### src/sv/bfse_pkg.sv
`timescale 1ns / 1ps
// ----------------------------------------------------------------------------
// bfse_pkg
// Shared types and constants for the Brainfuck step engine.
// ----------------------------------------------------------------------------
package bfse_pkg;

    localparam int PC_W              = 13;
    localparam int LOAD_ADDR_W       = 12;
    localparam int DATA_W            = 8;
    localparam int DEF_PROGRAM_DEPTH = 4096;
    localparam int DEF_TAPE_DEPTH    = 32768;

    // item opcodes
    localparam logic OP_LOAD = 1'b0;
    localparam logic OP_STEP = 1'b1;

    // run status codes
    localparam logic [1:0] ST_RUN = 2'd0;
    localparam logic [1:0] ST_END = 2'd1;
    localparam logic [1:0] ST_ERR = 2'd2;

    // register index (paddr[2])
    localparam logic REG_PROGRAM_LENGTH = 1'b0;

    // command characters
    localparam logic [7:0] CH_RIGHT = 8'h3E;  // >
    localparam logic [7:0] CH_LEFT  = 8'h3C;  // <
    localparam logic [7:0] CH_INC   = 8'h2B;  // +
    localparam logic [7:0] CH_DEC   = 8'h2D;  // -
    localparam logic [7:0] CH_OUT   = 8'h2E;  // .
    localparam logic [7:0] CH_IN    = 8'h2C;  // ,
    localparam logic [7:0] CH_OPEN  = 8'h5B;  // [
    localparam logic [7:0] CH_CLOSE = 8'h5D;  // ]

    typedef struct packed {
        logic                   opcode;
        logic [LOAD_ADDR_W-1:0] load_address;
        logic [DATA_W-1:0]      program_byte;
        logic [DATA_W-1:0]      input_byte;
    } item_t;

    typedef struct packed {
        logic              out_valid;
        logic [DATA_W-1:0] out_byte;
        logic              input_used;
        logic [1:0]        run_status;
        logic [PC_W-1:0]   next_counter;
    } result_t;

endpackage

### src/sv/bfse_seq.sv
`timescale 1ns / 1ps
// ----------------------------------------------------------------------------
// bfse_seq
// Step sequencer: tape clear, fetch/execute, bracket scan over program RAM.
// ----------------------------------------------------------------------------
module bfse_seq
    import bfse_pkg::*;
#(
    parameter int  PROGRAM_DEPTH = DEF_PROGRAM_DEPTH,
    parameter int  TAPE_DEPTH    = DEF_TAPE_DEPTH,
    localparam int PAW           = $clog2(PROGRAM_DEPTH),
    localparam int TAW           = $clog2(TAPE_DEPTH)
)
(
    input  logic              clk,
    input  logic              rst_n,
    input  logic              start,
    input  item_t             item,
    input  logic [PC_W-1:0]   prog_len,
    output logic              busy,
    output logic              done,
    output result_t           result,
    output logic              prog_we,
    output logic [PAW-1:0]    prog_waddr,
    output logic [DATA_W-1:0] prog_wdata,
    output logic [PAW-1:0]    prog_raddr,
    input  logic [DATA_W-1:0] prog_rdata,
    output logic              tape_we,
    output logic [TAW-1:0]    tape_waddr,
    output logic [DATA_W-1:0] tape_wdata,
    output logic [TAW-1:0]    tape_raddr,
    input  logic [DATA_W-1:0] tape_rdata
);

    typedef enum logic [3:0] {
        S_CLEAR = 4'b0001,
        S_IDLE  = 4'b0010,
        S_EXEC  = 4'b0100,
        S_SCAN  = 4'b1000
    } state_t;

    localparam logic [TAW-1:0] PTR_LAST = TAW'(TAPE_DEPTH - 1);

    state_t            state_reg, state_next;
    logic [PC_W-1:0]   pc_reg, pc_next;
    logic [TAW-1:0]    ptr_reg, ptr_next;
    logic [1:0]        status_reg, status_next;
    logic [TAW-1:0]    clr_reg, clr_next;
    logic [PC_W-1:0]   j_reg, j_next;
    logic [PC_W-1:0]   depth_reg, depth_next;
    logic              back_reg, back_next;
    logic [DATA_W-1:0] ibyte_reg, ibyte_next;
    logic              done_reg, done_next;
    result_t           result_reg, result_next;

    logic              accept;
    logic [PC_W-1:0]   rd_pc;
    logic [31:0]       waddr_ext;
    logic [31:0]       raddr_ext;
    logic [PC_W-1:0]   pc_inc;
    logic [PC_W-1:0]   j_inc;
    logic [PC_W-1:0]   j_dec;

    // finishing transaction
    logic              fin;
    logic [PC_W-1:0]   f_pc;
    logic [1:0]        f_st;
    logic              f_ov;
    logic [DATA_W-1:0] f_ob;
    logic              f_iu;

    assign busy   = (state_reg != S_IDLE);
    assign accept = start && (state_reg == S_IDLE);
    assign done   = done_reg;
    assign result = result_reg;

    // program loads go straight to the RAM at the accept edge
    assign waddr_ext  = 32'(item.load_address);
    assign prog_we    = accept && (item.opcode == OP_LOAD)
                        && (waddr_ext < 32'(PROGRAM_DEPTH));
    assign prog_waddr = waddr_ext[PAW-1:0];
    assign prog_wdata = item.program_byte;

    assign raddr_ext  = 32'(rd_pc);
    assign prog_raddr = raddr_ext[PAW-1:0];
    assign tape_raddr = ptr_reg;

    assign pc_inc = pc_reg + PC_W'(1);
    assign j_inc  = j_reg + PC_W'(1);
    assign j_dec  = j_reg - PC_W'(1);

    always_comb
    begin
        state_next  = state_reg;
        pc_next     = pc_reg;
        ptr_next    = ptr_reg;
        status_next = status_reg;
        clr_next    = clr_reg;
        j_next      = j_reg;
        depth_next  = depth_reg;
        back_next   = back_reg;
        ibyte_next  = ibyte_reg;
        done_next   = 1'b0;
        result_next = result_reg;
        rd_pc       = pc_reg;
        tape_we     = 1'b0;
        tape_waddr  = ptr_reg;
        tape_wdata  = '0;
        fin         = 1'b0;
        f_pc        = pc_reg;
        f_st        = status_reg;
        f_ov        = 1'b0;
        f_ob        = '0;
        f_iu        = 1'b0;

        case (state_reg)
            S_CLEAR:
            begin
                tape_we    = 1'b1;
                tape_waddr = clr_reg;
                if (clr_reg == PTR_LAST)
                begin
                    state_next = S_IDLE;
                end
                else
                begin
                    clr_next = clr_reg + TAW'(1);
                end
            end

            S_IDLE:
            begin
                if (start)
                begin
                    ibyte_next = item.input_byte;
                    if ((item.opcode == OP_LOAD) || (status_reg != ST_RUN))
                    begin
                        fin = 1'b1;
                    end
                    else if (pc_reg >= prog_len)
                    begin
                        fin  = 1'b1;
                        f_st = ST_END;
                    end
                    else
                    begin
                        // command and cell reads were issued this cycle
                        state_next = S_EXEC;
                    end
                end
            end

            S_EXEC:
            begin
                fin  = 1'b1;
                f_pc = pc_inc;
                case (prog_rdata)
                    CH_RIGHT:
                    begin
                        ptr_next = (ptr_reg == PTR_LAST) ? '0 : ptr_reg + TAW'(1);
                    end
                    CH_LEFT:
                    begin
                        ptr_next = (ptr_reg == '0) ? PTR_LAST : ptr_reg - TAW'(1);
                    end
                    CH_INC:
                    begin
                        tape_we    = 1'b1;
                        tape_wdata = tape_rdata + 8'd1;
                    end
                    CH_DEC:
                    begin
                        tape_we    = 1'b1;
                        tape_wdata = tape_rdata - 8'd1;
                    end
                    CH_OUT:
                    begin
                        f_ov = 1'b1;
                        f_ob = tape_rdata;
                    end
                    CH_IN:
                    begin
                        tape_we    = 1'b1;
                        tape_wdata = ibyte_reg;
                        f_iu       = 1'b1;
                    end
                    CH_OPEN:
                    begin
                        if (tape_rdata == '0)
                        begin
                            if (pc_inc >= prog_len)
                            begin
                                f_st = ST_ERR;
                                f_pc = pc_reg;
                            end
                            else
                            begin
                                fin        = 1'b0;
                                rd_pc      = pc_inc;
                                j_next     = pc_inc;
                                depth_next = PC_W'(1);
                                back_next  = 1'b0;
                                state_next = S_SCAN;
                            end
                        end
                    end
                    CH_CLOSE:
                    begin
                        if (tape_rdata != '0)
                        begin
                            if (pc_reg == '0)
                            begin
                                f_st = ST_ERR;
                                f_pc = pc_reg;
                            end
                            else
                            begin
                                fin        = 1'b0;
                                rd_pc      = pc_reg - PC_W'(1);
                                j_next     = pc_reg - PC_W'(1);
                                depth_next = PC_W'(1);
                                back_next  = 1'b1;
                                state_next = S_SCAN;
                            end
                        end
                    end
                    default:
                    begin
                    end
                endcase
            end

            S_SCAN:
            begin
                // prog_rdata holds the byte at j_reg; next address issued each cycle
                if (!back_reg)
                begin
                    if (prog_rdata == CH_OPEN)
                    begin
                        depth_next = depth_reg + PC_W'(1);
                    end
                    else if (prog_rdata == CH_CLOSE)
                    begin
                        depth_next = depth_reg - PC_W'(1);
                    end

                    if ((prog_rdata == CH_CLOSE) && (depth_reg == PC_W'(1)))
                    begin
                        fin  = 1'b1;
                        f_pc = j_inc;
                    end
                    else if (j_inc >= prog_len)
                    begin
                        fin  = 1'b1;
                        f_st = ST_ERR;
                    end
                    else
                    begin
                        rd_pc  = j_inc;
                        j_next = j_inc;
                    end
                end
                else
                begin
                    if (prog_rdata == CH_CLOSE)
                    begin
                        depth_next = depth_reg + PC_W'(1);
                    end
                    else if (prog_rdata == CH_OPEN)
                    begin
                        depth_next = depth_reg - PC_W'(1);
                    end

                    if ((prog_rdata == CH_OPEN) && (depth_reg == PC_W'(1)))
                    begin
                        fin  = 1'b1;
                        f_pc = j_inc;
                    end
                    else if (j_reg == '0)
                    begin
                        fin  = 1'b1;
                        f_st = ST_ERR;
                    end
                    else
                    begin
                        rd_pc  = j_dec;
                        j_next = j_dec;
                    end
                end
            end

            default:
            begin
                state_next = S_IDLE;
            end
        endcase

        // end of program reached by an executed step
        if (fin && ((state_reg == S_EXEC) || (state_reg == S_SCAN))
            && (f_st == ST_RUN) && (f_pc >= prog_len))
        begin
            f_st = ST_END;
        end

        if (fin)
        begin
            pc_next                  = f_pc;
            status_next              = f_st;
            done_next                = 1'b1;
            state_next               = S_IDLE;
            result_next.out_valid    = f_ov;
            result_next.out_byte     = f_ob;
            result_next.input_used   = f_iu;
            result_next.run_status   = f_st;
            result_next.next_counter = f_pc;
        end
    end

    always_ff @(posedge clk or negedge rst_n)
    begin
        if (!rst_n)
        begin
            state_reg  <= S_CLEAR;
            pc_reg     <= '0;
            ptr_reg    <= '0;
            status_reg <= ST_RUN;
            clr_reg    <= '0;
            done_reg   <= 1'b0;
        end
        else
        begin
            state_reg  <= state_next;
            pc_reg     <= pc_next;
            ptr_reg    <= ptr_next;
            status_reg <= status_next;
            clr_reg    <= clr_next;
            done_reg   <= done_next;
        end
    end

    always_ff @(posedge clk)
    begin
        j_reg      <= j_next;
        depth_reg  <= depth_next;
        back_reg   <= back_next;
        ibyte_reg  <= ibyte_next;
        result_reg <= result_next;
    end

`ifndef ASSERT_OFF
    a_done_idle: assert property (@(posedge clk) disable iff (!rst_n)
        done_reg |-> (state_reg == S_IDLE))
        else $error("result strobe while a transaction is still in progress");

    a_halt_sticky: assert property (@(posedge clk) disable iff (!rst_n)
        (status_reg != ST_RUN) |=> $stable(status_reg))
        else $error("halt status changed after halting");

    a_scan_no_tape_write: assert property (@(posedge clk) disable iff (!rst_n)
        (state_reg == S_SCAN) |-> !tape_we)
        else $error("tape written during bracket scan");

    a_clear_silent: assert property (@(posedge clk) disable iff (!rst_n)
        (state_reg == S_CLEAR) |-> (!done_reg && !prog_we))
        else $error("activity during tape clear");

    a_exec_from_idle: assert property (@(posedge clk) disable iff (!rst_n)
        (state_reg == S_EXEC) |-> ($past(state_reg) == S_IDLE && status_reg == ST_RUN))
        else $error("execute entered without an accepted step");
`endif

endmodule

### config.mk
export PLATFORM = sky130hd
export DESIGN_NAME = bfse_seq
export DESIGN_NICKNAME = d
export VERILOG_FILES = /design/src/sv/bfse_pkg.sv /design/src/sv/bfse_seq.sv
export SDC_FILE = /design/constraint.sdc
export NUM_CORES = 1
export LEC_CHECK = 0
export ABC_CLOCK_PERIOD_IN_PS = 7100
export BUFFER_PORTS_ARGS = -buffer_cell sky130_fd_sc_hd__buf_2
export CORE_ASPECT_RATIO = 1.4
export CORE_MARGIN = 1.5
export CORE_UTILIZATION = 55
export CTS_CLUSTER_SIZE = 10
export DETAILED_ROUTE_END_ITERATION = 8
export GPL_TIMING_DRIVEN = 0
export PLACE_DENSITY = 0.78
export SYNTH_ARGS = -nofsm -noshare
export SYNTH_HDL_FRONTEND = slang
export SYNTH_SLANG_ARGS = --single-unit
### constraint.sdc
create_clock -name clk -period 7.1 [get_ports clk]
set_input_delay 0.71 -clock clk [delete_from_list [all_inputs] [get_ports clk]]
set_output_delay 0.71 -clock clk [all_outputs]
set_load 0.01 [all_outputs]
After elaboration in Yosys (flattened, before gate mapping)
Cells that the tools add are included.

Add/sub/neg operators: 11. $lt $le $gt $ge: 5. Equal/unequal tests: 40. Multiplexer cells: 97. Bitwise operators: 2. Reduce and logical (&&, ||, !) cells: 29.

Operators by type and width (count): 2-to-1 mux 13 bit (25); case mux 13 bit (2 select lines) (6); 2-to-1 mux 12 bit (8); greater-or-equal comparator 13 bit (4); equality test 8 x 6 -> 1 bit, second input constant (6); case mux 12 bit (2 select lines) (2); 2-to-1 mux 15 bit (3); inequality test 3 bit, second input constant (14); adder 13 x 1 -> 13 bit, second input constant (3); subtractor 13 x 1 -> 13 bit, second input constant (3); 2-to-1 mux 4 bit (9); adder 15 x 1 -> 15 bit, second input constant (2); equality test 15 bit, second input constant (2); case mux 15 bit (2 select lines) (1); logical NOT 13 bit (2); 2-to-1 mux 2 bit (13); case mux 8 bit (3 select lines) (1); 2-to-1 mux 1 bit (20); inequality test 4 bit, second input constant (5); AND reduction 10 bit (2); equality test 8 x 7 -> 1 bit, second input constant (2); case mux 4 bit (4 select lines) (1); logical NOT 15 bit (1); subtractor 15 x 1 -> 15 bit, second input constant (1); 27 further kinds (48).

Register bits after elaboration: 110. Bits of input ports: 61. Output and inout bits: 99. Word-level logic and storage cells: 199.

Depth between registers and ports, before layout
Gate-level depths: netlist of run 1.

Depth after elaboration: 10. Gate-level depth with buffers: 25. Mapped depth without buffers: 24.

Worst setup path after synthesis of run 1
Ideal clock, no wire load.

Path type: reg-to-reg. Start: register pc_reg[2]. End: register result_reg, in the netlist result[13], data pin. Library setup time: 0.267 ns. Arrival time: 4.928 ns. Data required time: 6.833 ns. Path slack: 1.905 ns. Cell stages (with the launch flop): 26. Buffers on the path: 1. Clock period less this slack: 5.195 ns. Path through: dfrtp_1 > buf_2 > and3_1 > nand3_1 > nor2_1 > nand3_1 > or2_2 > xnor2_1 > ha_1 > a21oi_1 > nand2_1 > a221oi_2 > a21oi_1 > o21a_1 > or2_2 > a21oi_1 > o211ai_1 > ha_1 > a21oi_1 > nor2_1 > a2111oi_0 > a21oi_1 > o21ai_0 > nand2_1 > a21oi_1 > o32ai_1.

Elaborated cells on any way between the ends: 37. Classes of those cells: add/sub: 1; order compare: 3; mux: 28; reduce/logical: 5.

RTL lines: from (decl) (RTL line bfse_seq.sv:45) `logic [PC_W-1:0] pc_reg, pc_next;`; from (signal assigned) (RTL line bfse_seq.sv:333) `pc_reg <= pc_next;`; adder 13 x 1 -> 13 bit (RTL line bfse_seq.sv:88) `assign pc_inc = pc_reg + PC_W'(1);`; greater-or-equal comparator 13 bit (RTL line bfse_seq.sv:191) `if (pc_inc >= prog_len)`; 2-to-1 mux 13 bit (RTL line bfse_seq.sv:191); 2-to-1 mux 13 bit (RTL line bfse_seq.sv:189) `if (tape_rdata == '0)`; case mux 13 bit (2 select lines) (*) (RTL line bfse_seq.sv:157) `case (prog_rdata)`; case mux 13 bit (2 select lines) (*) (RTL line bfse_seq.sv:116) `case (state_reg)`; via f_pc[6] (RTL line bfse_seq.sv:66) `logic [PC_W-1:0] f_pc;`; greater-or-equal comparator 13 bit (*) (RTL line bfse_seq.sv:300) `&& (f_st == ST_RUN) && (f_pc >= prog_len))`; logical AND 1 bit (*) (RTL line bfse_seq.sv:300); 2-to-1 mux 2 bit (*) (RTL line bfse_seq.sv:299) `if (fin && ((state_reg == S_EXEC) || (state_reg == S_SCAN))`; via f_st[0] (RTL line bfse_seq.sv:67) `logic [1:0] f_st;`; to (signal assigned) (RTL line bfse_seq.sv:347) `result_reg <= result_next;`; to (decl) (RTL line bfse_seq.sv:54) `result_t result_reg, result_next;`.

The timed path passes the listed nets; every way through them passes the cells marked *. A chain may end at the register's enable or synchronous reset.

Worst setup path in the final report of run 1
Start: register pc_reg[0]. End: register result_reg, in the netlist result[13], data pin.

Same word-level chain as after synthesis.

==> impl_table.tex, run 1 <==
\begin{tabular}{lr}
\hline
Metric & Value \\
\hline
\multicolumn{2}{l}{\textbf{Outcome}} \\
Status & completed \\
\multicolumn{2}{l}{\textbf{Routing}} \\
DR pass1 iterations & 6 \\
Routed length per instance & 19.8 um \\
Ratio of routed vias to standard cells & 6.18 \\
Count of vias placed by the detailed router & 9256 \\
Initial detailed-routing violation count & 786 \\
Count of nets left with antenna violations after detail routing & 0 \\
Total Wirelength & 29600 um \\
\# DRC & 0 \\
\multicolumn{2}{l}{\textbf{Finish}} \\
Net total in the final layout & 1387 \\
Filler cell count & 1547 \\
Final cell area excluding filler cells & 11000 um2 \\
Signed area change from the synthesized netlist to the final layout & 13.8\% \\
Layout cell share with drive strength beyond 1 & 20.1\% \\
Flip-flop count of the largest register, all copies and words added & 25 \\
Diode count & 0 \\
Core utilization of the finished layout & 63.7\% \\
\multicolumn{2}{l}{\textbf{Floorplanning}} \\
Core Region & 17300 um2 \\
Area of the die & 18500 um2 \\
Die Ht & 160 um \\
Number of I/O pins & 160 \\
Horizontal die dimension & 115 um \\
Cell row count & 57 \\
Initial core utilization & 56.0\% \\
\multicolumn{2}{l}{\textbf{Clock tree}} \\
Number of sinks handled by clock tree synthesis & 110 \\
CTS root buffer & sky130\_fd\_sc\_hd\_\_clkbuf\_16 \\
Clock transition at the register clock pins on the worst setup and hold paths after CTS & 0.09 ns \\
Clock network latency to the later pin of the worst-skew pair & 0.37 ns \\
H-tree depth reported by CTS & 3 \\
Cts bufs inserted & 9 \\
Number of hold-repair buffers added at the cts stage & 0 \\
CTS tree & yes \\
Number of buffers added for setup after CTS & 0 \\
Buffer levels on the longest clock path & 2 \\
\multicolumn{2}{l}{\textbf{Critical path}} \\
CP Capture Type & register \\
Critical Path Source Type & register \\
Highest net fanout along the worst path & 8 \\
Data arrival, critical path & 6.68 ns \\
Worst path required time & 7.20 ns \\
Class of the most critical setup path & reg -> reg \\
\multicolumn{2}{l}{\textbf{STA}} \\
Final number of setup-violating endpoints & 0 \\
TNS Setup & 0 ns \\
Clock period minus worst slack & 6.58 ns \\
Number of max-slew violations in the final report & 0 \\
Unrepaired setup endpoints after global routing & false \\
Tightest hold margin & 0.504 ns \\
Worst Clk Skew & 0.00728 ns \\
Final Hold Viols & 0 \\
Maximum clock frequency & 0.152 GHz \\
Worst-margin pin slew & 1.24 ns \\
Headroom to the max-slew limit & 17.2\% \\
Final period utilization & 92.7\% \\
\multicolumn{2}{l}{\textbf{Pwr}} \\
VDD IR max & 0.000143 V \\
Areal power density over the cells & 184 nW/um2 \\
Leakage power figure & 4.67 nW \\
\multicolumn{2}{l}{\textbf{Synthesis}} \\
Area leader, netlist & sky130\_fd\_sc\_hd\_\_edfxtp\_1 \\
Count of distinct cell types in the synthesized netlist & 93 \\
Main area contributors after synthesis & sky130\_fd\_sc\_hd\_\_edfxtp\_1, sky130\_fd\_sc\_hd\_\_dfrtp\_1, sky130\_fd\_sc\_hd\_\_ha\_1 \\
Avg Inst Size Synth & 8.76 um2 \\
Number of nets in the synthesized netlist & 1238 \\
Top-area cell type share of the netlist area & 18.6\% \\
Number of synthesized flops with an enable pin & 60 \\
Top\_reg\_cell synth & sky130\_fd\_sc\_hd\_\_edfxtp\_1 \\
Warnings, synthesis & 0 \\
Portion of the post-synthesis area used by sequential elements & 31.5\% \\
Proportion of register bits with asynchronous set or reset after synthesis & 45.5\% \\
Mapped cell area & 9700 um2 \\
Instance count of the mapped netlist & 1108 \\
Number of storage elements in the synthesis netlist & 110 \\
\multicolumn{2}{l}{\textbf{Placement}} \\
Count of input and output buffers & 138 \\
Detailed placer's ending HPWL & 23100 um \\
GP Congestion & 0.969 \\
Placed inst area & 10700 um2 \\
\multicolumn{2}{l}{\textbf{Min path}} \\
Hold WC Path Type & reg -> reg \\
\multicolumn{2}{l}{\textbf{Global routing}} \\
Global route total overflow & 0 \\
Largest net degree at the start of global routing & 51 \\
Overall Global Routing Usage & 32.7\% \\
Antenna violations before repair & 0 \\
Wire length of the first global-routing pass & 46700 um \\
Vias in the first global route & 8966 \\
\multicolumn{2}{l}{\textbf{Job}} \\
Max-Cap Viols & 0 \\
\hline
\end{tabular}
## Yosys cell counts (6+ instances only)
library cell and count:
sky130_fd_sc_hd__o211ai_1 18, sky130_fd_sc_hd__a22oi_1 17, sky130_fd_sc_hd__ha_1 68, sky130_fd_sc_hd__a21o_1 9, sky130_fd_sc_hd__and2_1 21, sky130_fd_sc_hd__nor3_1 28
sky130_fd_sc_hd__xnor2_1 59, sky130_fd_sc_hd__mux2_4 7, sky130_fd_sc_hd__and3_1 11, sky130_fd_sc_hd__nand2_1 100, sky130_fd_sc_hd__dfrtp_1 49, sky130_fd_sc_hd__nor2_1 97
sky130_fd_sc_hd__nor4_1 10, sky130_fd_sc_hd__edfxtp_1 60, sky130_fd_sc_hd__or3_1 15, sky130_fd_sc_hd__a31oi_1 11, sky130_fd_sc_hd__a221oi_1 8, sky130_fd_sc_hd__o21a_1 6
sky130_fd_sc_hd__nand3_1 33, sky130_fd_sc_hd__or4_1 8, sky130_fd_sc_hd__inv_1 45, sky130_fd_sc_hd__o22ai_1 8, sky130_fd_sc_hd__o21ai_0 66, sky130_fd_sc_hd__clkbuf_1 41
sky130_fd_sc_hd__buf_2 12, sky130_fd_sc_hd__or2_2 8, sky130_fd_sc_hd__mux2_2 16, sky130_fd_sc_hd__o31ai_1 9, sky130_fd_sc_hd__nand3b_1 10, sky130_fd_sc_hd__mux2i_1 16
sky130_fd_sc_hd__buf_4 20, sky130_fd_sc_hd__xor2_1 29, sky130_fd_sc_hd__nand4_1 19, sky130_fd_sc_hd__a21oi_1 60
## layout make-up
cell class                      count  area [um2]  area share (%)
Sequential cell                   110        3050            27.7
Clock inverter                      7        98.8           0.895
Inverter                           46         175            1.59
Tap cell                          236         295            2.68
Buffer                             80         405            3.67
Clock buffer                        9         225            2.04
Timing Repair Buffer              138         691            6.26
Multi-Input combinational cell    872        6090            55.2
## power breakdown
part	leakage (nW)	total (mW)	switching (mW)	internal [mW]
Combinational	3.27	0.668	0.427	0.241
Sequential	1.25	0.813	0.0467	0.766
Clock	0.157	0.547	0.287	0.260
## cell usage in the layout, fill, tap and decap left out, types with 9 or more instances in the layout
cell type,n
sky130_fd_sc_hd__o211ai_1,18
sky130_fd_sc_hd__nand4_1,19
sky130_fd_sc_hd__buf_4,20
sky130_fd_sc_hd__xor2_1,29
sky130_fd_sc_hd__o31ai_1,9
sky130_fd_sc_hd__a21oi_1,60
sky130_fd_sc_hd__nand3b_1,10
sky130_fd_sc_hd__edfxtp_1,60
sky130_fd_sc_hd__xnor2_1,59
sky130_fd_sc_hd__buf_2,150
sky130_fd_sc_hd__mux2i_1,16
sky130_fd_sc_hd__nand3_1,33
sky130_fd_sc_hd__nor3_1,28
sky130_fd_sc_hd__o21ai_0,66
sky130_fd_sc_hd__dfrtp_1,49
sky130_fd_sc_hd__a22oi_1,17
sky130_fd_sc_hd__nor4_1,10
sky130_fd_sc_hd__inv_1,45
sky130_fd_sc_hd__a31oi_1,10
sky130_fd_sc_hd__nand2_1,100
sky130_fd_sc_hd__clkbuf_1,41
sky130_fd_sc_hd__and2_1,21
sky130_fd_sc_hd__or3_1,15
sky130_fd_sc_hd__nor2_1,96
sky130_fd_sc_hd__mux2_2,16
sky130_fd_sc_hd__ha_1,68
sky130_fd_sc_hd__clkbuf_16,9
sky130_fd_sc_hd__and3_1,11
sky130_fd_sc_hd__a21o_1,9
## kinds of logic (layout without fill, tap and decap cells)
group | after synthesis | after routing | share of synthesized area (%)
buffers and inverters | 126 | 280 | 5.98
and+or+nand+nor | 406 | 406 | 22.3
DFF | 110 | 110 | 31.5
AOI/OAI and AO/OA | 269 | 269 | 18.6
xor gates and xnor gates | 89 | 89 | 8.11
muxes | 39 | 39 | 4.59
adders and majority gates | 69 | 69 | 8.98
## per-layer routing
| layer | GRT usage [%] | part of all wire (%) | up-vias |
|---|---|---|---|
| met5 | 0 | 0 | - |
| met4 | 17.3 | 5.6 | 0 |
| met3 | 5.09 | 6.4 | 115 |
| met2 | 58.4 | 51 | 433 |
| met1 | 36.7 | 36 | 4344 |
| li1 | - | - | 4364 |
## worst paths after layout
kind | startpoint | end | slack [ns] | depth (start not counted)
max reg2reg | pc_reg[0] | result[13] | 0.52 | 23
max | pc_reg[0] | result[13] | 0.52 | 23
min in group asynchronous | rst_n | pc_reg[1] | 0.59 | 1
min | status_reg[1] | status_reg[1] | 0.50 | 1
max in group asynchronous | rst_n | tape_raddr[6] | 5.74 | 1
min reg2reg | status_reg[1] | status_reg[1] | 0.50 | 1
## worst max-delay path: stages (launching register included)
cell and delay, ns:
sky130_fd_sc_hd__dfrtp_1 0.40, sky130_fd_sc_hd__clkbuf_1 0.42, sky130_fd_sc_hd__nand3_1 0.38, sky130_fd_sc_hd__nor2_2 0.39, sky130_fd_sc_hd__nand3_1 0.28, sky130_fd_sc_hd__or2_2 0.42
sky130_fd_sc_hd__xnor2_1 0.30, sky130_fd_sc_hd__ha_1 0.32, sky130_fd_sc_hd__nand4_1 0.17, sky130_fd_sc_hd__inv_1 0.09, sky130_fd_sc_hd__a221oi_4 0.44, sky130_fd_sc_hd__and2_1 0.27
sky130_fd_sc_hd__a31oi_1 0.24, sky130_fd_sc_hd__or3_1 0.48, sky130_fd_sc_hd__o211ai_1 0.19, sky130_fd_sc_hd__ha_1 0.31, sky130_fd_sc_hd__a21oi_1 0.15, sky130_fd_sc_hd__nor2_1 0.05
sky130_fd_sc_hd__a2111oi_0 0.30, sky130_fd_sc_hd__a21oi_1 0.11, sky130_fd_sc_hd__o21ai_0 0.15, sky130_fd_sc_hd__nand2_1 0.09, sky130_fd_sc_hd__a21oi_1 0.22, sky130_fd_sc_hd__o32ai_1 0.12
## stage by stage
step | cells | total power, mW | setup WS, ns
3_3_place_gp | 1482 | 1.47 | 0.475
6_report | 1498 | 2.03 | 0.521
2_1_floorplan | 1108 | 1.26 | 1.90
5_1_grt | 1498 | 2.13 | 0.0896
4_1_cts | 1498 | 2.03 | 0.440
3_5_place_dp | 1482 | 1.48 | 0.472
## repair_timing
item / CTS / global route
endpoints found under the hold margin: 0 / 0
endpoints found under the setup margin: 0 / 2
gates resized for setup: 0 / 2
Power figures use the tool's default switching activity.
==> run 2: changes to the inputs <==
--- a/config.mk
+++ b/config.mk
@@ -7,13 +7,15 @@
 export LEC_CHECK = 0
 export ABC_CLOCK_PERIOD_IN_PS = 7100
 export BUFFER_PORTS_ARGS = -buffer_cell sky130_fd_sc_hd__buf_2
+export CELL_PAD_IN_SITES_DETAIL_PLACEMENT = 1
+export CELL_PAD_IN_SITES_GLOBAL_PLACEMENT = 2
 export CORE_ASPECT_RATIO = 1.4
 export CORE_MARGIN = 1.5
-export CORE_UTILIZATION = 55
+export CORE_UTILIZATION = 35
 export CTS_CLUSTER_SIZE = 10
 export DETAILED_ROUTE_END_ITERATION = 8
 export GPL_TIMING_DRIVEN = 0
-export PLACE_DENSITY = 0.78
+export PLACE_DENSITY_LB_ADDON = 0.1
 export SYNTH_ARGS = -nofsm -noshare
 export SYNTH_HDL_FRONTEND = slang
 export SYNTH_SLANG_ARGS = --single-unit
==> run 2 against run 1 <==
  * Worst hold slack worse by 0.14 ns
  * Fmax hardly changed
  * Via count is 1.2% lower
  * Core utilization is 22 points lower
  * Highest routed layer is now met5
  * Cell area is 1.6% higher
  * Sequential share of layout area is 0.44 points lower
==> impl_table.tex, run 2 (same netlist as run 1, synthesis figures left out) <==
\begin{tabular}{lr}
\hline
Metric & Value \\
\hline
\multicolumn{2}{l}{\textbf{Finish}} \\
Core utilization of the finished layout & 41.4\% \\
Signed area change from the synthesized netlist to the final layout & 15.6\% \\
Most frequent cells in the layout & sky130\_fd\_sc\_hd\_\_buf\_2, sky130\_fd\_sc\_hd\_\_nand2\_1, sky130\_fd\_sc\_hd\_\_nor2\_1, sky130\_fd\_sc\_hd\_\_ha\_1, sky130\_fd\_sc\_hd\_\_o21ai\_0 \\
Most common cell after layout, fill and taps aside & sky130\_fd\_sc\_hd\_\_buf\_2 \\
Net total in the final layout & 1386 \\
Flip-flop count of the largest register, all copies and words added & 25 \\
Non-filler instance count after layout & 1626 \\
Diode count & 0 \\
Final cell area excluding filler cells & 11200 um2 \\
Layout cell share with drive strength beyond 1 & 20.4\% \\
\multicolumn{2}{l}{\textbf{STA}} \\
Worst-margin pin slew & 1.45 ns \\
Final number of setup-violating endpoints & 0 \\
Maximum clock frequency & 0.152 GHz \\
Worst Clk Skew & 0.0158 ns \\
Fin worst setup slack & 0.515 ns \\
TNS Setup & 0 ns \\
Clock period minus worst slack & 6.59 ns \\
Tightest hold margin & 0.360 ns \\
Headroom to the max-slew limit & 2.99\% \\
Final period utilization & 92.8\% \\
Unrepaired setup endpoints after global routing & false \\
Number of max-slew violations in the final report & 0 \\
Final Hold Viols & 0 \\
\multicolumn{2}{l}{\textbf{Routing}} \\
Initial detailed-routing violation count & 334 \\
DR pass1 iterations & 5 \\
Count of nets left with antenna violations after detail routing & 0 \\
Total Wirelength & 36000 um \\
Routed length per instance & 22.2 um \\
\# DRC & 0 \\
Count of vias placed by the detailed router & 9143 \\
Ratio of routed vias to standard cells & 5.62 \\
\multicolumn{2}{l}{\textbf{Critical path}} \\
Class of the most critical setup path & reg -> reg \\
Cell depth of the worst flop-to-flop path & 23 \\
Worst reg-to-reg setup slack & 0.51 ns \\
Cell-by-cell listing of the critical path & ha\_1 > nand2\_1 > nor3\_2 > nand3\_1 > nor2\_1 > xor2\_1 > ha\_1 > nand4\_1 > a2111o\_1 > a21oi\_1 > o21a\_1 > or2\_2 > a21oi\_1 > o211ai\_1 > ha\_1 > a21oi\_1 > nor2\_1 > a2111oi\_1 > a21oi\_1 > o21ai\_0 > nand2\_1 > a21oi\_1 > o32ai\_1 \\
Destination of the critical timing path & result[13] \\
Depth of the critical timing path with buffers and inverters included & 23 \\
Data arrival, critical path & 6.71 ns \\
Most Frequent Cell on Critical Path & sky130\_fd\_sc\_hd\_\_a21oi\_1 \\
Worst path required time & 7.23 ns \\
CP Capture Type & register \\
CP bufs+invs & 0 \\
Critical Path Source Type & register \\
Reg2Reg Launch Point & pc\_reg[1] \\
Capture point of the worst reg-to-reg path & result[13] \\
Slowest cell delay on critical path & 0.61 ns \\
Worst-path cell with the longest stage delay & sky130\_fd\_sc\_hd\_\_a2111o\_1 \\
Highest net fanout along the worst path & 9 \\
CP Launch Point & pc\_reg[1] \\
Family with the most delay on the worst path & compound AO/OA/AOI/OAI gates \\
\multicolumn{2}{l}{\textbf{Floorplanning}} \\
Horizontal die dimension & 144 um \\
Die Ht & 200 um \\
Cell row count & 71 \\
Area of the die & 28700 um2 \\
Core Region & 27100 um2 \\
Initial core utilization & 35.8\% \\
Number of I/O pins & 160 \\
\multicolumn{2}{l}{\textbf{Placement}} \\
Placed inst area & 10900 um2 \\
Count of input and output buffers & 138 \\
Detailed placer's ending HPWL & 28700 um \\
Inst Count DP & 1611 \\
Pre-CTS worst setup slack & 0.0669 ns \\
GP Congestion & 0.874 \\
\multicolumn{2}{l}{\textbf{Global routing}} \\
Global route total overflow & 0 \\
Overall Global Routing Usage & 25.8\% \\
Wire length of the first global-routing pass & 55300 um \\
Largest net degree at the start of global routing & 51 \\
Vias in the first global route & 9434 \\
Antenna violations before repair & 1 \\
\multicolumn{2}{l}{\textbf{Clock tree}} \\
Number of sinks handled by clock tree synthesis & 110 \\
Number of buffers added for setup after CTS & 0 \\
Buffer levels on the longest clock path & 2 \\
Cts bufs inserted & 9 \\
H-tree depth reported by CTS & 3 \\
Clock network latency to the later pin of the worst-skew pair & 0.39 ns \\
CTS root buffer & sky130\_fd\_sc\_hd\_\_clkbuf\_16 \\
CTS tree & yes \\
Clock transition at the register clock pins on the worst setup and hold paths after CTS & 0.09 ns \\
\multicolumn{2}{l}{\textbf{Pwr}} \\
Switching portion of total power & 38.1\% \\
Total power consumption of the routed design & 2.06 mW \\
VDD IR max & 0.000102 V \\
P\_int & 1.28 mW \\
Net switching power of the design & 0.785 mW \\
Sequential share of power & 39.6\% \\
Combinational fraction of design power & 33.6\% \\
Clock Power Share & 26.8\% \\
Leakage power figure & 4.67 nW \\
Areal power density over the cells & 184 nW/um2 \\
\multicolumn{2}{l}{\textbf{Outcome}} \\
Status & completed \\
\multicolumn{2}{l}{\textbf{Min path}} \\
Hold WC Path Type & in -> async \\
\multicolumn{2}{l}{\textbf{Job}} \\
Max-Cap Viols & 0 \\
\hline
\end{tabular}
[run 2: cell types whose count changed in the layout (fill, tap and decap cells not counted), sizes merged]
cell / before / now
inv: 50 / 46
clkinv: 3 / 6
[run 2: cell type report]
cell class,instances,area [um2]
flip-flops and latches,110,3050
repair buffers,138,693
clock inverters,6,56.3
clock buffers,10,250
inverters,46,175
fillers,3272,15900
plain buffers,79,403
well taps,365,457
multi-input cells,872,6130
[run 2: worst min path at each step]
| stage | slack [ns] | to | cells after the start | from |
|---|---|---|---|---|
| 2_1_floorplan | 0.41 | clr_reg[0] | 0 | rst_n |
| 3_3_place_gp | 0.47 | clr_reg[14] | 1 | clr_reg[14] |
| 3_5_place_dp | 0.48 | clr_reg[14] | 1 | clr_reg[14] |
| 4_1_cts | 0.48 | ibyte_reg[1] | 1 | item[1] |
| 5_1_grt | 0.42 | clr_reg[5] | 1 | rst_n |
| 6_report | 0.36 | clr_reg[4] | 1 | rst_n |
[run 2: worst register-to-register path, cell delays in order, from the launching register on]
cell and delay, ns:
sky130_fd_sc_hd__dfrtp_1 0.60, sky130_fd_sc_hd__ha_1 0.48, sky130_fd_sc_hd__nand2_1 0.14, sky130_fd_sc_hd__nor3_2 0.34
sky130_fd_sc_hd__nand3_1 0.29, sky130_fd_sc_hd__nor2_1 0.19, sky130_fd_sc_hd__xor2_1 0.10, sky130_fd_sc_hd__ha_1 0.39
sky130_fd_sc_hd__nand4_1 0.23, sky130_fd_sc_hd__a2111o_1 0.61, sky130_fd_sc_hd__a21oi_1 0.42, sky130_fd_sc_hd__o21a_1 0.22
sky130_fd_sc_hd__or2_2 0.24, sky130_fd_sc_hd__a21oi_1 0.07, sky130_fd_sc_hd__o211ai_1 0.38, sky130_fd_sc_hd__ha_1 0.33
sky130_fd_sc_hd__a21oi_1 0.14, sky130_fd_sc_hd__nor2_1 0.05, sky130_fd_sc_hd__a2111oi_1 0.29, sky130_fd_sc_hd__a21oi_1 0.12
sky130_fd_sc_hd__o21ai_0 0.15, sky130_fd_sc_hd__nand2_1 0.19, sky130_fd_sc_hd__a21oi_1 0.24, sky130_fd_sc_hd__o32ai_1 0.11
[run 2: power groups by stage]
stage	Sequential (mW)	Clock, mW	Combinational [mW]
after floorplan	0.832	0	0.425
after global placement	0.826	0	0.679
after detailed placement	0.827	0	0.691
after CTS	0.814	0.568	0.695
after global routing	0.826	0.585	0.765
final	0.815	0.552	0.692
[run 2: layer usage]
metal	global-route usage [%]	vias up	wire, um
li1	-	4357	-
met1	29.3	4491	14400
met2	47.3	228	18700
met3	3.89	65	1350
met4	11.8	2	1540
met5	0	-	10
[run 2: timing repair]
action                                 4_1_cts  5_1_grt
hold buffers                                 0        0
setup endpoints to repair                    1        2
gates resized for setup                      1        7
endpoints found under the hold margin        0        0
==> run 3: changes to the inputs <==
--- a/config.mk
+++ b/config.mk
@@ -16,6 +16,7 @@
 export DETAILED_ROUTE_END_ITERATION = 8
 export GPL_TIMING_DRIVEN = 0
 export PLACE_DENSITY_LB_ADDON = 0.1
+export REMOVE_ABC_BUFFERS = 1
 export SYNTH_ARGS = -nofsm -noshare
 export SYNTH_HDL_FRONTEND = slang
 export SYNTH_SLANG_ARGS = --single-unit
==> run 3 against run 2 <==
  * Register-to-register slack worse by 0.09 ns
  * Power down 2.4%
  * Non-clock buffer count shrank 89
  * Sequential cell count stayed put
  * Setup slack got worse by 0.090 ns
  * Combinational power fell by 12%
  * Fmax is 1.3% lower
  * Clock skew about the same
  * Critical path type unchanged
==> impl_table.tex, run 3 (same netlist as run 1, synthesis figures left out) <==
\begin{tabular}{lr}
\hline
Metric & Value \\
\hline
\multicolumn{2}{l}{\textbf{Critical path}} \\
Class of the most critical setup path & reg -> reg \\
Worst path required time & 7.21 ns \\
Slowest cell delay on critical path & 0.64 ns \\
CP Capture Type & register \\
Critical Path Source Type & register \\
Worst-path cell with the longest stage delay & sky130\_fd\_sc\_hd\_\_dfrtp\_1 \\
Highest net fanout along the worst path & 13 \\
Cell-by-cell listing of the critical path & and3\_1 > nand3\_1 > nor2\_2 > nand3\_1 > or2\_2 > xnor2\_1 > ha\_1 > nand4\_1 > inv\_1 > a221oi\_4 > and2\_1 > a31oi\_1 > or3\_1 > o211ai\_1 > ha\_1 > a21oi\_1 > nor2\_1 > a2111oi\_0 > a21oi\_1 > o21ai\_0 > nand2\_1 > a21oi\_1 > o32ai\_1 \\
Most Frequent Cell on Critical Path & sky130\_fd\_sc\_hd\_\_a21oi\_1 \\
Data arrival, critical path & 6.79 ns \\
\multicolumn{2}{l}{\textbf{Global routing}} \\
Vias in the first global route & 9086 \\
Antenna violations before repair & 0 \\
Wire length of the first global-routing pass & 52700 um \\
Global route total overflow & 0 \\
Overall Global Routing Usage & 24.3\% \\
Largest net degree at the start of global routing & 51 \\
\multicolumn{2}{l}{\textbf{STA}} \\
TNS Setup & 0 ns \\
Final number of setup-violating endpoints & 0 \\
Worst Clk Skew & 0.0163 ns \\
Maximum clock frequency & 0.150 GHz \\
Worst-margin pin slew & 1.26 ns \\
Fin worst setup slack & 0.425 ns \\
Final Hold Viols & 0 \\
Unrepaired setup endpoints after global routing & false \\
Headroom to the max-slew limit & 15.4\% \\
Final period utilization & 94.0\% \\
Number of max-slew violations in the final report & 0 \\
Clock period minus worst slack & 6.68 ns \\
\multicolumn{2}{l}{\textbf{Floorplanning}} \\
Die Ht & 200 um \\
Cell row count & 71 \\
Number of I/O pins & 160 \\
Area of the die & 28700 um2 \\
Horizontal die dimension & 144 um \\
Core Region & 27100 um2 \\
Initial core utilization & 35.8\% \\
\multicolumn{2}{l}{\textbf{Pwr}} \\
Leakage power figure & 4.43 nW \\
Areal power density over the cells & 186 nW/um2 \\
VDD IR max & 0.000129 V \\
Clock Power Share & 27.3\% \\
P\_int & 1.27 mW \\
Total power consumption of the routed design & 2.01 mW \\
Net switching power of the design & 0.740 mW \\
Combinational fraction of design power & 30.4\% \\
Switching portion of total power & 36.8\% \\
Sequential share of power & 42.4\% \\
\multicolumn{2}{l}{\textbf{Routing}} \\
Ratio of routed vias to standard cells & 5.69 \\
Count of vias placed by the detailed router & 8743 \\
\# DRC & 0 \\
Initial detailed-routing violation count & 416 \\
Count of nets left with antenna violations after detail routing & 0 \\
Total Wirelength & 34200 um \\
DR pass1 iterations & 5 \\
Routed length per instance & 22.2 um \\
\multicolumn{2}{l}{\textbf{Clock tree}} \\
CTS root buffer & sky130\_fd\_sc\_hd\_\_clkbuf\_16 \\
Number of buffers added for setup after CTS & 0 \\
Cts bufs inserted & 9 \\
Clock transition at the register clock pins on the worst setup and hold paths after CTS & 0.08 ns \\
Clock network latency to the later pin of the worst-skew pair & 0.38 ns \\
Number of sinks handled by clock tree synthesis & 110 \\
Buffer levels on the longest clock path & 2 \\
H-tree depth reported by CTS & 3 \\
CTS tree & yes \\
\multicolumn{2}{l}{\textbf{Outcome}} \\
Status & completed \\
\multicolumn{2}{l}{\textbf{Job}} \\
Max-Cap Viols & 0 \\
\multicolumn{2}{l}{\textbf{Finish}} \\
Net total in the final layout & 1297 \\
Total area of multi-input combinational cells & 6120 um2 \\
Layout cell share with drive strength beyond 1 & 18.0\% \\
Flip-flop count of the largest register, all copies and words added & 25 \\
Most frequent cells in the layout & sky130\_fd\_sc\_hd\_\_buf\_2, sky130\_fd\_sc\_hd\_\_nand2\_1, sky130\_fd\_sc\_hd\_\_nor2\_1, sky130\_fd\_sc\_hd\_\_ha\_1, sky130\_fd\_sc\_hd\_\_o21ai\_0 \\
Filler cell count & 3230 \\
Most common cell after layout, fill and taps aside & sky130\_fd\_sc\_hd\_\_buf\_2 \\
Sequential cell area & 3060 um2 \\
Signed area change from the synthesized netlist to the final layout & 11.6\% \\
Non-filler instance count after layout & 1537 \\
Diode count & 0 \\
\multicolumn{2}{l}{\textbf{Min path}} \\
Hold WC Path Type & in -> async \\
\multicolumn{2}{l}{\textbf{Placement}} \\
Count of input and output buffers & 119 \\
Pre-CTS worst setup slack & 0.0478 ns \\
Inst Count DP & 1519 \\
GP Congestion & 0.871 \\
Detailed placer's ending HPWL & 26200 um \\
\hline
\end{tabular}
run 3: changes by cell type in the layout (fill, tap and decap cells not counted), sizes merged:
cell | before | now
buf | 177 | 128
clkbuf | 50 | 11
clkinv | 6 | 2
bufinv | 0 | 1
clkinvlp | 0 | 1
inv | 46 | 47
run 3: worst max-delay path: cells and delay by family, from the launching register on:
family	cells	cell delay, ns
simple gates	10	2.70
compound gates	9	1.98
flops	1	0.64
fa+ha+maj	2	0.64
xor+xnor	1	0.35
buf+inv	1	0.10
run 3: cell type report:
cell class                 count  area share (%)
multi-input combinational    872            56.6
sequential                   110            28.2
clock inverter                 5           0.555
tap                          365            4.22
inverter                      46            1.62
timing repair buffer         128            6.66
clock buffer                  11            2.15
run 3: timing repair:
item / in CTS / in global routing
setup endpoints to repair: 0 / 2
hold buffers: 0 / 0
resized for setup: 0 / 4
run 3: routing by layer:
metal  global-route usage, %  vias up  part of all wire (%)
li1                        -     4174                     -
met1                    28.7     4366                    42
met2                    45.0      154                    53
met3                    2.81       49                   2.0
met4                    8.65        0                   3.2
met5                       0        -                     0
run 3: through the flow:
stage | util (%) | cell area [um2] | hold WS (ns)
floorplan | - | 9300 | 0.414
global placement | 38.2 | 10300 | 0.469
detailed placement | 38.7 | 10500 | 0.480
CTS | 39.8 | 10800 | 0.494
global route | 40.0 | 10800 | 0.428
finish | 40.0 | 10800 | 0.386
run 3: power groups by stage:
stage,logic (mW),registers (mW),clock network [mW]
5_1_grt,0.684,0.866,0.583
3_5_place_dp,0.615,0.866,0
2_1_floorplan,0.371,0.856,0
6_report,0.611,0.852,0.548
3_3_place_gp,0.596,0.860,0
4_1_cts,0.618,0.852,0.561
run 3: final timing paths:
kind,startpoint,endpoint,cells after the start,slack (ns)
setup / recovery,pc_reg[4],result[13],23,0.42
min in group clk,clr_reg[10],clr_reg[10],1,0.49
hold / removal,rst_n,tape_raddr[5],1,0.39
max in group asynchronous,rst_n,pc_reg[2],1,6.16
hold reg to reg,clr_reg[10],clr_reg[10],1,0.49
setup reg to reg,pc_reg[4],result[13],23,0.42
